--- config.mk ---
export PLATFORM = sky130hd
export DESIGN_NAME = riff_wave_pcm_stream_parser_unit
export DESIGN_NICKNAME = d
export VERILOG_FILES = /design/src/rtl/core/rwp_pkg.sv /design/src/rtl/core/rwp_front.sv /design/src/rtl/core/rwp_queue.sv /design/src/rtl/core/riff_wave_pcm_stream_parser_unit.sv
export VERILOG_INCLUDE_DIRS = /design/src /design/src/rtl/core
export SDC_FILE = /design/constraint.sdc
export NUM_CORES = 1
export LEC_CHECK = 0
export ABC_AREA = 0
export BUFFER_PORTS_ARGS = -buffer_cell sky130_fd_sc_hd__buf_2
export CORE_UTILIZATION = 30
export DETAILED_ROUTE_END_ITERATION = 12
export PLACE_DENSITY = 0.52
export REMOVE_ABC_BUFFERS = 1
export SETUP_SLACK_MARGIN = 0.15
export SLEW_MARGIN = 0
export SYNTH_ARGS = -nofsm -noshare
export SYNTH_HDL_FRONTEND = slang
export SYNTH_SLANG_ARGS = --single-unit
--- constraint.sdc ---
create_clock -name clk_i -period 8.1 [get_ports clk_i]
set_clock_uncertainty 0.1 [all_clocks]
set_input_delay 1.215 -clock clk_i [delete_from_list [all_inputs] [get_ports clk_i]]
set_output_delay 1.215 -clock clk_i [all_outputs]
set_load 0.02 [all_outputs]
--- src/rtl/core/riff_wave_pcm_stream_parser_unit_defines.svh ---
// Assertion macros shared by the parser modules.
`ifndef RIFF_WAVE_PCM_STREAM_PARSER_UNIT_DEFINES_SVH
`define RIFF_WAVE_PCM_STREAM_PARSER_UNIT_DEFINES_SVH

// Implication checked on every clock edge outside reset.
`define RWP_ASSERT_IMP(label, clk, rst_n, ante, cons) \
  label: assert property (@(posedge clk) disable iff (!rst_n) (ante) |-> (cons)) \
    else $error("assertion failed");

// Implication whose consequent is checked in the next cycle.
`define RWP_ASSERT_NEXT(label, clk, rst_n, ante, cons) \
  label: assert property (@(posedge clk) disable iff (!rst_n) (ante) |=> (cons)) \
    else $error("assertion failed");

`endif

--- src/rtl/core/rwp_pkg.sv ---
// ----------------------------------------------------------------------------
// RIFF WAVE parser package
// Shared constants, types and the result record passed between the parts.
// ----------------------------------------------------------------------------
package rwp_pkg;

  localparam int unsigned MaxChannelsDefault = 8;
  localparam int unsigned QueueDepth         = 2;

  localparam logic [31:0] TagRiff = 32'h4646_4952;
  localparam logic [31:0] TagWave = 32'h4556_4157;
  localparam logic [31:0] TagFmt  = 32'h2074_6D66;
  localparam logic [31:0] TagData = 32'h6174_6164;

  typedef enum logic [1:0] {
    KIND_SAMPLE = 2'd0,
    KIND_FORMAT = 2'd1,
    KIND_ERROR  = 2'd2
  } kind_e;

  typedef enum logic [1:0] {
    ERR_NOT_RIFF = 2'd0,
    ERR_NOT_WAVE = 2'd1,
    ERR_NOT_PCM  = 2'd2,
    ERR_UNSUP    = 2'd3
  } err_e;

  typedef struct packed {
    logic [1:0]  kind;
    logic [1:0]  error_code;
    logic [2:0]  channel_index;
    logic [31:0] sample_value;
    logic [31:0] sample_rate;
    logic [3:0]  channel_count;
    logic [5:0]  bits_per_sample;
    logic        last_in_chunk;
  } result_t;

endpackage

--- src/rtl/core/rwp_front.sv ---
// ----------------------------------------------------------------------------
// RIFF WAVE parser front end
// Walks the file structure byte by byte and forms at most one result a byte.
// ----------------------------------------------------------------------------
module rwp_front #(
  parameter int unsigned MaxChannels = rwp_pkg::MaxChannelsDefault
) (
  input  logic             clk_i,
  input  logic             rst_ni,
  input  logic             valid_i,
  output logic             ready_o,
  input  logic [7:0]       data_byte_i,
  input  logic             start_of_file_i,
  output logic             res_valid_o,
  input  logic             res_ready_i,
  output rwp_pkg::result_t res_o
);
  import rwp_pkg::*;

  localparam logic [3:0] PhRiffTag  = 4'd0;
  localparam logic [3:0] PhRiffSize = 4'd1;
  localparam logic [3:0] PhWaveTag  = 4'd2;
  localparam logic [3:0] PhPreId    = 4'd3;
  localparam logic [3:0] PhPreSize  = 4'd4;
  localparam logic [3:0] PhPreSkip  = 4'd5;
  localparam logic [3:0] PhFmtSize  = 4'd6;
  localparam logic [3:0] PhFmtBody  = 4'd7;
  localparam logic [3:0] PhPostId   = 4'd8;
  localparam logic [3:0] PhPostSize = 4'd9;
  localparam logic [3:0] PhPostSkip = 4'd10;
  localparam logic [3:0] PhSamples  = 4'd11;
  localparam logic [3:0] PhHalt     = 4'd12;
  localparam logic [3:0] PhRemWait  = 4'd13;

  logic [3:0]  phase_q, phase_d;
  logic [31:0] shift_q, shift_d;
  logic [1:0]  fcnt_q, fcnt_d;
  logic [31:0] skip_q, skip_d;
  logic [31:0] data_q, data_d;
  logic [4:0]  chans_q, chans_d;
  logic [31:0] rate_q, rate_d;
  logic [5:0]  bits_q, bits_d;
  logic [31:0] acc_q, acc_d;
  logic [1:0]  bidx_q, bidx_d;
  logic [3:0]  chan_q, chan_d;
  logic        dchunk_q, dchunk_d;
  logic [3:0]  fpos_q, fpos_d;
  // Remainder unit: size mod frame by restoring subtraction, one bit a cycle.
  logic [31:0] rsize_q, rsize_d;
  logic [31:0] rrem_q, rrem_d;
  logic [5:0]  rcnt_q, rcnt_d;
  logic [6:0]  frame_q, frame_d;

  result_t     res_d;
  logic        emit;
  logic        take;
  logic        busy;

  always_comb begin
    busy = (phase_q == PhRemWait);
    ready_o = res_ready_i && !busy;
  end
  assign take = valid_i && ready_o;

  function automatic logic [31:0] padded(input logic [31:0] s);
    logic [32:0] t;
    t = {1'b0, s} + {32'd0, s[0]};
    return t[32] ? 32'hFFFF_FFFF : t[31:0];
  endfunction

  always_comb begin
    logic [3:0]  ph;
    logic [31:0] sh;
    logic        full;
    logic [15:0] v16;
    logic [31:0] t;
    logic [1:0]  nb;
    logic [31:0] acc;
    logic [31:0] dr;
    logic [32:0] trial;
    phase_d = phase_q; shift_d = shift_q; fcnt_d = fcnt_q; skip_d = skip_q;
    data_d = data_q; chans_d = chans_q; rate_d = rate_q; bits_d = bits_q;
    acc_d = acc_q; bidx_d = bidx_q; chan_d = chan_q; dchunk_d = dchunk_q;
    fpos_d = fpos_q; rsize_d = rsize_q; rrem_d = rrem_q; rcnt_d = rcnt_q;
    frame_d = frame_q;
    emit = 1'b0;
    res_d = '0;
    ph = phase_q; sh = shift_q; full = 1'b0; v16 = '0; t = '0; nb = '0;
    acc = '0; dr = '0; trial = '0;
    if (busy) begin
      trial = {rrem_q, rsize_q[31]} - {26'd0, frame_q};
      if (!trial[32]) begin
        rrem_d = trial[31:0];
      end else begin
        rrem_d = {rrem_q[30:0], rsize_q[31]};
      end
      rsize_d = {rsize_q[30:0], 1'b0};
      rcnt_d = rcnt_q - 6'd1;
      if (rcnt_q == 6'd1) begin
        dr = shift_q - rrem_d;
        data_d = dr;
        skip_d = rrem_d + {31'd0, shift_q[0]};
        phase_d = (dr != 0) ? PhSamples : ((skip_d != 0) ? PhPostSkip : PhPostId);
      end
    end else if (take) begin
      if (start_of_file_i) begin
        ph = PhRiffTag; sh = '0; chans_d = '0; rate_d = '0; bits_d = '0;
        skip_d = '0; data_d = '0; acc_d = '0; bidx_d = '0; chan_d = '0;
        dchunk_d = 1'b0; fcnt_d = '0; fpos_d = '0;
        full = 1'b0;
      end
      shift_d = {data_byte_i, sh[31:8]};
      if (!start_of_file_i || 1'b1) begin
        full = ((start_of_file_i ? 2'd0 : fcnt_q) == 2'd3);
      end
      phase_d = ph;
      case (ph)
        PhRiffTag, PhRiffSize, PhWaveTag, PhPreId, PhPreSize, PhFmtSize,
        PhPostId, PhPostSize: begin
          fcnt_d = full ? 2'd0 : ((start_of_file_i ? 2'd0 : fcnt_q) + 2'd1);
          if (full) begin
            case (ph)
              PhRiffTag: begin
                if (shift_d != TagRiff) begin
                  phase_d = PhHalt; emit = 1'b1;
                  res_d.kind = KIND_ERROR; res_d.error_code = ERR_NOT_RIFF;
                end else phase_d = PhRiffSize;
              end
              PhRiffSize: phase_d = PhWaveTag;
              PhWaveTag: begin
                if (shift_d != TagWave) begin
                  phase_d = PhHalt; emit = 1'b1;
                  res_d.kind = KIND_ERROR; res_d.error_code = ERR_NOT_WAVE;
                end else phase_d = PhPreId;
              end
              PhPreId: phase_d = (shift_d == TagFmt) ? PhFmtSize : PhPreSize;
              PhPreSize: begin
                skip_d = padded(shift_d);
                phase_d = (skip_d != 0) ? PhPreSkip : PhPreId;
              end
              PhFmtSize: begin
                t = padded(shift_d);
                skip_d = (t > 32'd16) ? t - 32'd16 : 32'd0;
                data_d = '0; fpos_d = '0;
                phase_d = PhFmtBody;
              end
              PhPostId: begin
                dchunk_d = (shift_d == TagData);
                phase_d = PhPostSize;
              end
              default: begin
                if (dchunk_q) begin
                  acc_d = '0; bidx_d = '0; chan_d = '0;
                  if (frame_q == 0) begin
                    data_d = '0;
                    skip_d = shift_d + {31'd0, shift_d[0]};
                    phase_d = (skip_d != 0) ? PhPostSkip : PhPostId;
                  end else begin
                    rsize_d = shift_d; rrem_d = '0; rcnt_d = 6'd32;
                    phase_d = PhRemWait;
                  end
                end else begin
                  skip_d = padded(shift_d);
                  phase_d = (skip_d != 0) ? PhPostSkip : PhPostId;
                end
              end
            endcase
          end
        end
        PhPreSkip, PhPostSkip: begin
          shift_d = shift_q;
          t = (skip_q != 0) ? skip_q - 32'd1 : skip_q;
          skip_d = t;
          if (t == 0) phase_d = (ph == PhPreSkip) ? PhPreId : PhPostId;
        end
        PhFmtBody: begin
          v16 = shift_d[31:16];
          fpos_d = fpos_q + 4'd1;
          if (fpos_q == 4'd1) begin
            if (v16 != 16'd1) begin
              phase_d = PhHalt; emit = 1'b1;
              res_d.kind = KIND_ERROR; res_d.error_code = ERR_NOT_PCM;
            end
          end else if (fpos_q == 4'd3) begin
            if (v16 == 16'd0 || v16 > 16'(MaxChannels)) begin
              phase_d = PhHalt; emit = 1'b1;
              res_d.kind = KIND_ERROR; res_d.error_code = ERR_UNSUP;
            end else chans_d = v16[4:0];
          end else if (fpos_q == 4'd7) begin
            rate_d = shift_d;
          end else if (fpos_q == 4'd15) begin
            if (v16 != 16'd8 && v16 != 16'd16 && v16 != 16'd24 && v16 != 16'd32)
            begin
              phase_d = PhHalt; emit = 1'b1;
              res_d.kind = KIND_ERROR; res_d.error_code = ERR_UNSUP;
            end else begin
              bits_d = v16[5:0];
              data_d = '0; fcnt_d = '0;
              frame_d = 7'({2'd0, chans_q} * {4'd0, v16[5:3]});
              phase_d = (skip_q != 0) ? PhPostSkip : PhPostId;
              emit = 1'b1;
              res_d.kind = KIND_FORMAT;
              res_d.sample_rate = rate_q;
              res_d.channel_count = chans_q[3:0];
              res_d.bits_per_sample = v16[5:0];
            end
          end
        end
        PhSamples: begin
          shift_d = shift_q;
          nb = bits_q[4:3] - 2'd1;
          acc = acc_q;
          case (bidx_q)
            2'd0: acc[7:0] = acc_q[7:0] | data_byte_i;
            2'd1: acc[15:8] = acc_q[15:8] | data_byte_i;
            2'd2: acc[23:16] = acc_q[23:16] | data_byte_i;
            default: acc[31:24] = acc_q[31:24] | data_byte_i;
          endcase
          dr = (data_q != 0) ? data_q - 32'd1 : data_q;
          data_d = dr;
          if (bidx_q == nb) begin
            emit = 1'b1;
            res_d.kind = KIND_SAMPLE;
            res_d.channel_index = chan_q[2:0];
            if (bits_q == 6'd8) res_d.sample_value = {acc[7] ^ 1'b1, acc[6:0], 24'd0};
            else if (bits_q == 6'd16) res_d.sample_value = {acc[15:0], 16'd0};
            else if (bits_q == 6'd24) res_d.sample_value = {acc[23:0], 8'd0};
            else res_d.sample_value = acc;
            res_d.sample_rate = rate_q;
            res_d.channel_count = chans_q[3:0];
            res_d.bits_per_sample = bits_q;
            res_d.last_in_chunk = (dr == 0);
            acc_d = '0; bidx_d = '0;
            chan_d = ({1'b0, chan_q} + 5'd1 >= chans_q) ? 4'd0 : chan_q + 4'd1;
          end else begin
            acc_d = acc; bidx_d = bidx_q + 2'd1;
          end
          if (dr == 0) begin
            fcnt_d = '0;
            phase_d = (skip_q != 0) ? PhPostSkip : PhPostId;
          end
        end
        default: shift_d = shift_q;
      endcase
    end
  end

  always_ff @(posedge clk_i or negedge rst_ni) begin
    if (!rst_ni) begin
      phase_q <= PhRiffTag; shift_q <= '0; fcnt_q <= '0; skip_q <= '0;
      data_q <= '0; chans_q <= '0; rate_q <= '0; bits_q <= '0; acc_q <= '0;
      bidx_q <= '0; chan_q <= '0; dchunk_q <= 1'b0; fpos_q <= '0;
      rcnt_q <= '0; frame_q <= '0;
    end else begin
      phase_q <= phase_d; shift_q <= shift_d; fcnt_q <= fcnt_d; skip_q <= skip_d;
      data_q <= data_d; chans_q <= chans_d; rate_q <= rate_d; bits_q <= bits_d;
      acc_q <= acc_d; bidx_q <= bidx_d; chan_q <= chan_d; dchunk_q <= dchunk_d;
      fpos_q <= fpos_d; rcnt_q <= rcnt_d; frame_q <= frame_d;
    end
  end

  always_ff @(posedge clk_i) begin
    rsize_q <= rsize_d;
    rrem_q  <= rrem_d;
  end

  assign res_valid_o = take && emit;
  assign res_o = res_d;

endmodule

--- src/rtl/core/rwp_queue.sv ---
// ----------------------------------------------------------------------------
// RIFF WAVE parser result queue
// Small first-in first-out store between the front end and the output.
// ----------------------------------------------------------------------------
`include "riff_wave_pcm_stream_parser_unit_defines.svh"
module rwp_queue #(
  parameter int unsigned Depth = rwp_pkg::QueueDepth
) (
  input  logic             clk_i,
  input  logic             rst_ni,
  input  logic             wr_valid_i,
  output logic             wr_ready_o,
  input  rwp_pkg::result_t wr_data_i,
  output logic             rd_valid_o,
  input  logic             rd_ready_i,
  output rwp_pkg::result_t rd_data_o
);
  import rwp_pkg::*;

  localparam int unsigned PtrW = (Depth > 1) ? $clog2(Depth) : 1;

  result_t         mem_q [Depth];
  logic [PtrW-1:0] wptr_q, rptr_q;
  logic [PtrW:0]   cnt_q;
  logic            push, pop;

  assign wr_ready_o = (cnt_q != (PtrW+1)'(Depth));
  assign rd_valid_o = (cnt_q != '0);
  assign push = wr_valid_i && wr_ready_o;
  assign pop  = rd_valid_o && rd_ready_i;
  assign rd_data_o = mem_q[rptr_q];

  always_ff @(posedge clk_i) begin
    if (push) mem_q[wptr_q] <= wr_data_i;
  end

  always_ff @(posedge clk_i or negedge rst_ni) begin
    if (!rst_ni) begin
      wptr_q <= '0; rptr_q <= '0; cnt_q <= '0;
    end else begin
      if (push) wptr_q <= (wptr_q == PtrW'(Depth - 1)) ? '0 : wptr_q + PtrW'(1);
      if (pop)  rptr_q <= (rptr_q == PtrW'(Depth - 1)) ? '0 : rptr_q + PtrW'(1);
      cnt_q <= cnt_q + (PtrW+1)'(push) - (PtrW+1)'(pop);
    end
  end

  `RWP_ASSERT_IMP(a_no_overflow, clk_i, rst_ni, cnt_q == (PtrW+1)'(Depth), !push)
  `RWP_ASSERT_NEXT(a_push_only, clk_i, rst_ni, push && !pop, cnt_q != '0)
  `RWP_ASSERT_IMP(a_cnt_range, clk_i, rst_ni, 1'b1, cnt_q <= (PtrW+1)'(Depth))

endmodule

--- src/rtl/core/riff_wave_pcm_stream_parser_unit.sv ---
// ----------------------------------------------------------------------------
// RIFF WAVE PCM stream parser
// Byte-wide WAV file parser giving format, error and sample records.
// ----------------------------------------------------------------------------
// Use: bytes enter on the input channel (data_byte_i, start_of_file_i) with a
// valid and ready handshake; start_of_file_i on the first byte of a file
// restarts parsing. Results leave on the output channel, one field a port.
// A byte is taken each cycle while the result queue has room and the front end
// is not busy, so one byte a cycle is then sustained; results are registered
// in the queue. After the size field of a data chunk with a nonzero frame
// length the front end works out the remainder of the size by the frame length,
// one bit a cycle in a subtract unit, and takes no byte meanwhile.
// After an error, bytes are swallowed until a new start of file.
// Reset clears the parser to wait for the RIFF tag and empties the queue.
// When the receiver stalls, the queue fills and input ready falls; nothing
// is lost.
// ----------------------------------------------------------------------------
`include "riff_wave_pcm_stream_parser_unit_defines.svh"
module riff_wave_pcm_stream_parser_unit #(
  parameter int unsigned MaxChannels = rwp_pkg::MaxChannelsDefault
) (
  input  logic        clk_i,
  input  logic        rst_ni,
  input  logic        valid_i,
  output logic        ready_o,
  input  logic [7:0]  data_byte_i,
  input  logic        start_of_file_i,
  output logic        valid_o,
  input  logic        ready_i,
  output logic [1:0]  kind_o,
  output logic [1:0]  error_code_o,
  output logic [2:0]  channel_index_o,
  output logic signed [31:0] sample_value_o,
  output logic [31:0] sample_rate_o,
  output logic [3:0]  channel_count_o,
  output logic [5:0]  bits_per_sample_o,
  output logic        last_in_chunk_o
);
  import rwp_pkg::*;

  logic    fr_valid, q_ready;
  result_t fr_res, q_res;
  logic    q_wr_valid;

  // The queue must hold the result of any byte taken, so take needs room.
  rwp_front #(.MaxChannels(MaxChannels)) u_front (
    .clk_i, .rst_ni, .valid_i, .ready_o,
    .data_byte_i, .start_of_file_i,
    .res_valid_o(fr_valid), .res_ready_i(q_ready), .res_o(fr_res)
  );

  assign q_wr_valid = fr_valid;

  rwp_queue #(.Depth(QueueDepth)) u_queue (
    .clk_i, .rst_ni,
    .wr_valid_i(q_wr_valid), .wr_ready_o(q_ready), .wr_data_i(fr_res),
    .rd_valid_o(valid_o), .rd_ready_i(ready_i), .rd_data_o(q_res)
  );

  assign kind_o            = q_res.kind;
  assign error_code_o      = q_res.error_code;
  assign channel_index_o   = q_res.channel_index;
  assign sample_value_o    = q_res.sample_value;
  assign sample_rate_o     = q_res.sample_rate;
  assign channel_count_o   = q_res.channel_count;
  assign bits_per_sample_o = q_res.bits_per_sample;
  assign last_in_chunk_o   = q_res.last_in_chunk;

  `RWP_ASSERT_IMP(a_ready_room, clk_i, rst_ni, ready_o, q_ready)
  `RWP_ASSERT_IMP(a_kind_legal, clk_i, rst_ni, valid_o, kind_o != 2'd3)
  `RWP_ASSERT_IMP(a_err_clean, clk_i, rst_ni, valid_o && kind_o == KIND_ERROR,
    sample_rate_o == '0 && last_in_chunk_o == 1'b0)

endmodule
==> impl_metrics.json <==
{
  "cp_max_fo": 10,
  "power_w": 0.0109,
  "routed_wirelength_um": 104000,
  "ys_seq_area_frac": 0.414,
  "slew_headroom": 0.236,
  "clk_pin_slew_ns": 0.06,
  "root_buffer": "clkbuf_16",
  "grt_pass1_vias": 24399,
  "post_cts_resized": 0,
  "yosysWarningCount": 0,
  "netlist_instances": 3286,
  "synthToLayoutAreaGrowth_pct": 12.6,
  "finalCriticalPeriod_ns": 7.31,
  "hold_path.class": "reg -> reg",
  "cp-start-kind": "register",
  "slew_viol_final": 0,
  "clock-sinks": 433,
  "wl_per_cell_um": 22.7,
  "grt_pass1_wl_um": 157000,
  "clockBufferDepth": 3,
  "avgSynthCellArea_um2": 8.80,
  "ir_worst_vdd_mv": 0.273,
  "end_kind": "register",
  "dieArea_um2": 97700,
  "reg2reg_slack_ns": 0.79,
  "synth-seq-cells": 433,
  "cts_setup_buffers": 0,
  "synth_fa_ha_area_frac": 0.0288,
  "synth_cell_types": 101,
  "tritoncts": "yes",
  "cts-htree-levels": 2,
  "outcome": "complete, no violations",
  "final_cell_mix": "nor2_1 (362), nand2_1 (336), a21oi_1 (251)",
  "ios": 97,
  "tightest_slew_ns": 1.14,
  "dr.first_iter.drc_count": 2818,
  "max_freq_ghz": 0.137,
  "vias": 25851,
  "grt_max_degree": 98,
  "insertion_delay_ns": 0.63,
  "gp_congestion": 0.946,
  "drive_gt1_frac": 0.129,
  "die_y_um": 312,
  "antenna_found_initial": 0,
  "postCtsHoldBufs": 0,
  "synth_edf_count": 227,
  "rows": 113,
  "holdWs_ns": 0.387,
  "synth_ff_type": "edfxtp_1",
  "period_share": 0.903,
  "synth.mux.area_fraction": 0.0485,
  "setup_viol_count_final": 0,
  "hold_viol": 0,
  "place_hpwl_um": 73900,
  "ys_async_sr_fraction": 0.473,
  "num-nets-final": 3345,
  "fp.dieW_um": 312,
  "grt-ovfl-total": 0,
  "mostFrequentLayoutCell": "nor2_1",
  "drv_cap": 0,
  "synth_compound_area_frac": 0.187,
  "io_buffers": 96,
  "cts_buffers": 53,
  "p_leak_nw": 12.3,
  "power.density_nw_per_um2": 334,
  "design.core.area_um2": 95300,
  "worstPathRequired_ns": 8.46,
  "synth-simple-area-share": 0.228,
  "grt.total_usage": 0.207,
  "drt-vias-per-instance": 5.63,
  "start_util": 0.303,
  "fillers": 9861,
  "first_pass_iters": 5,
  "synthXorXnorAreaFrac": 0.0546,
  "drc": 0,
  "synth_top_family_by_area": "simple AND/OR/NAND/NOR gates",
  "ant_nets": 0,
  "critPathKind": "reg -> reg",
  "syn_area_um2": 28900,
  "rsz0062_at_grt": "false",
  "critical_path_arrival_ns": 7.67
}
==> flip-flops by register name, summed over array words and instances (netlist names), 4 cells and up <==
signal and cells:
u_front.data_q 32, u_front.rrem_q 32, u_front.rate_q 32, u_front.bits_q 6
u_front.chan_q 4, u_front.skip_q 32, u_front.frame_q 7, u_front.fpos_q 4
u_front.rsize_q 32, u_queue.mem_q 164, u_front.rcnt_q 6, u_front.phase_q 4
u_front.chans_q 5, u_front.acc_q 32, u_front.shift_q 32
==> worst paths after layout <==
| path | from | cells past startpoint | end |
|---|---|---|---|
| min in group asynchronous | rst_ni | 1 | u_front.data_q[31] |
| worst min-delay path | u_front.rate_q[31] | 2 | u_front.rate_q[31] |
| worst max-delay path | u_front.rrem_q[23] | 22 | u_front.phase_q[0] |
| worst max register to register | u_front.rrem_q[23] | 22 | u_front.phase_q[0] |
| max in group asynchronous | rst_ni | 2 | u_queue.rptr_q |
| worst min register to register | u_front.rate_q[31] | 2 | u_front.rate_q[31] |
==> per-layer routing <==
metal,vias up,global-route usage,wire (um)
met1,12595,0.295,47100
li1,12045,-,-
met5,-,0,0
met4,0,0.0661,3260
met3,183,0.0217,6680
met2,1028,0.328,47000
==> area by class of cell <==
class / instances / area, um2 / area share
diodes: 1 / 2.50 / 0.0000768
clock buffers: 74 / 1510 / 0.0462
clock inverters: 23 / 305 / 0.00937
inverters: 63 / 236 / 0.00726
multi-input cells: 2560 / 15900 / 0.489
flip-flops and latches: 433 / 12000 / 0.368
well taps: 1265 / 1580 / 0.0486
repair buffers: 169 / 1040 / 0.0319
==> through the flow <==
stage / setup WS, ns / instances / utilization / area (um2) / TNS [ns]
2_1_floorplan: -1.06 / 3056 / - / 28000 / -220.10
3_3_place_gp: 0.845 / 4490 / 0.323 / 30800 / 0
3_5_place_dp: 0.687 / 4490 / 0.323 / 30800 / 0
4_1_cts: 0.877 / 4587 / 0.342 / 32600 / 0
5_1_grt: 0.294 / 4587 / 0.342 / 32600 / 0
6_report: 0.789 / 4588 / 0.342 / 32600 / 0
==> power breakdown <==
group          switching, W  internal (W)  leakage, nW
Combinational       0.00332       0.00186         6.66
Clock               0.00101       0.00147        0.884
Sequential         0.000661       0.00257         4.75
==> critical path, cell delays in order (launching register included) <==
cell and delay (ns):
edfxtp_1 0.53, or4_1 0.56, or4_4 0.60, or3_1 0.46, o21ai_4 0.18, nand2_1 0.11
o21ai_0 0.32, ha_1 0.26, inv_1 0.11, a2111oi_0 0.40, nor2_1 0.12, a32oi_1 0.35
nor4_1 0.20, o311ai_1 0.46, o2111ai_1 0.23, a31o_1 0.26, xor2_1 0.16, nor4_1 0.36
nand4b_1 0.13, nor4_1 0.36, nand4_1 0.18, nor4_2 0.55, a21oi_1 0.14
==> cell usage after synthesis, types with 28 or more instances <==
cell,n,share of area
a21oi_1,252,0.044
and2_1,77,0.017
a211oi_1,29,0.0075
nand2_1,340,0.044
nor2b_1,35,0.0076
a221oi_1,28,0.0085
nand2b_1,37,0.0080
and3_1,30,0.0065
clkbuf_1,202,0.026
nor3_1,112,0.019
xnor2_1,83,0.025
a31oi_1,49,0.011
ha_1,47,0.020
nor4_1,56,0.012
mux2_2,104,0.040
xor2_1,77,0.023
nor2_1,365,0.047
o21ai_0,201,0.035
a21o_1,29,0.0075
a22o_1,37,0.011
nand3_1,106,0.018
edfxtp_1,227,0.24
or3_1,49,0.011
nand4_1,33,0.0071
inv_1,62,0.0080
dfrtp_1,205,0.18
==> kinds of logic (layout without fill, tap and decap cells) <==
family	after synthesis	after routing
and+or+nand+nor	1347	1347
AOI/OAI and AO/OA	852	852
DFF	433	433
buffers and inverters	293	329
xor gates and xnor gates	168	168
muxes	127	127
adders and majority gates	66	66
other	0	1
(Power assumes the default switching activity.)
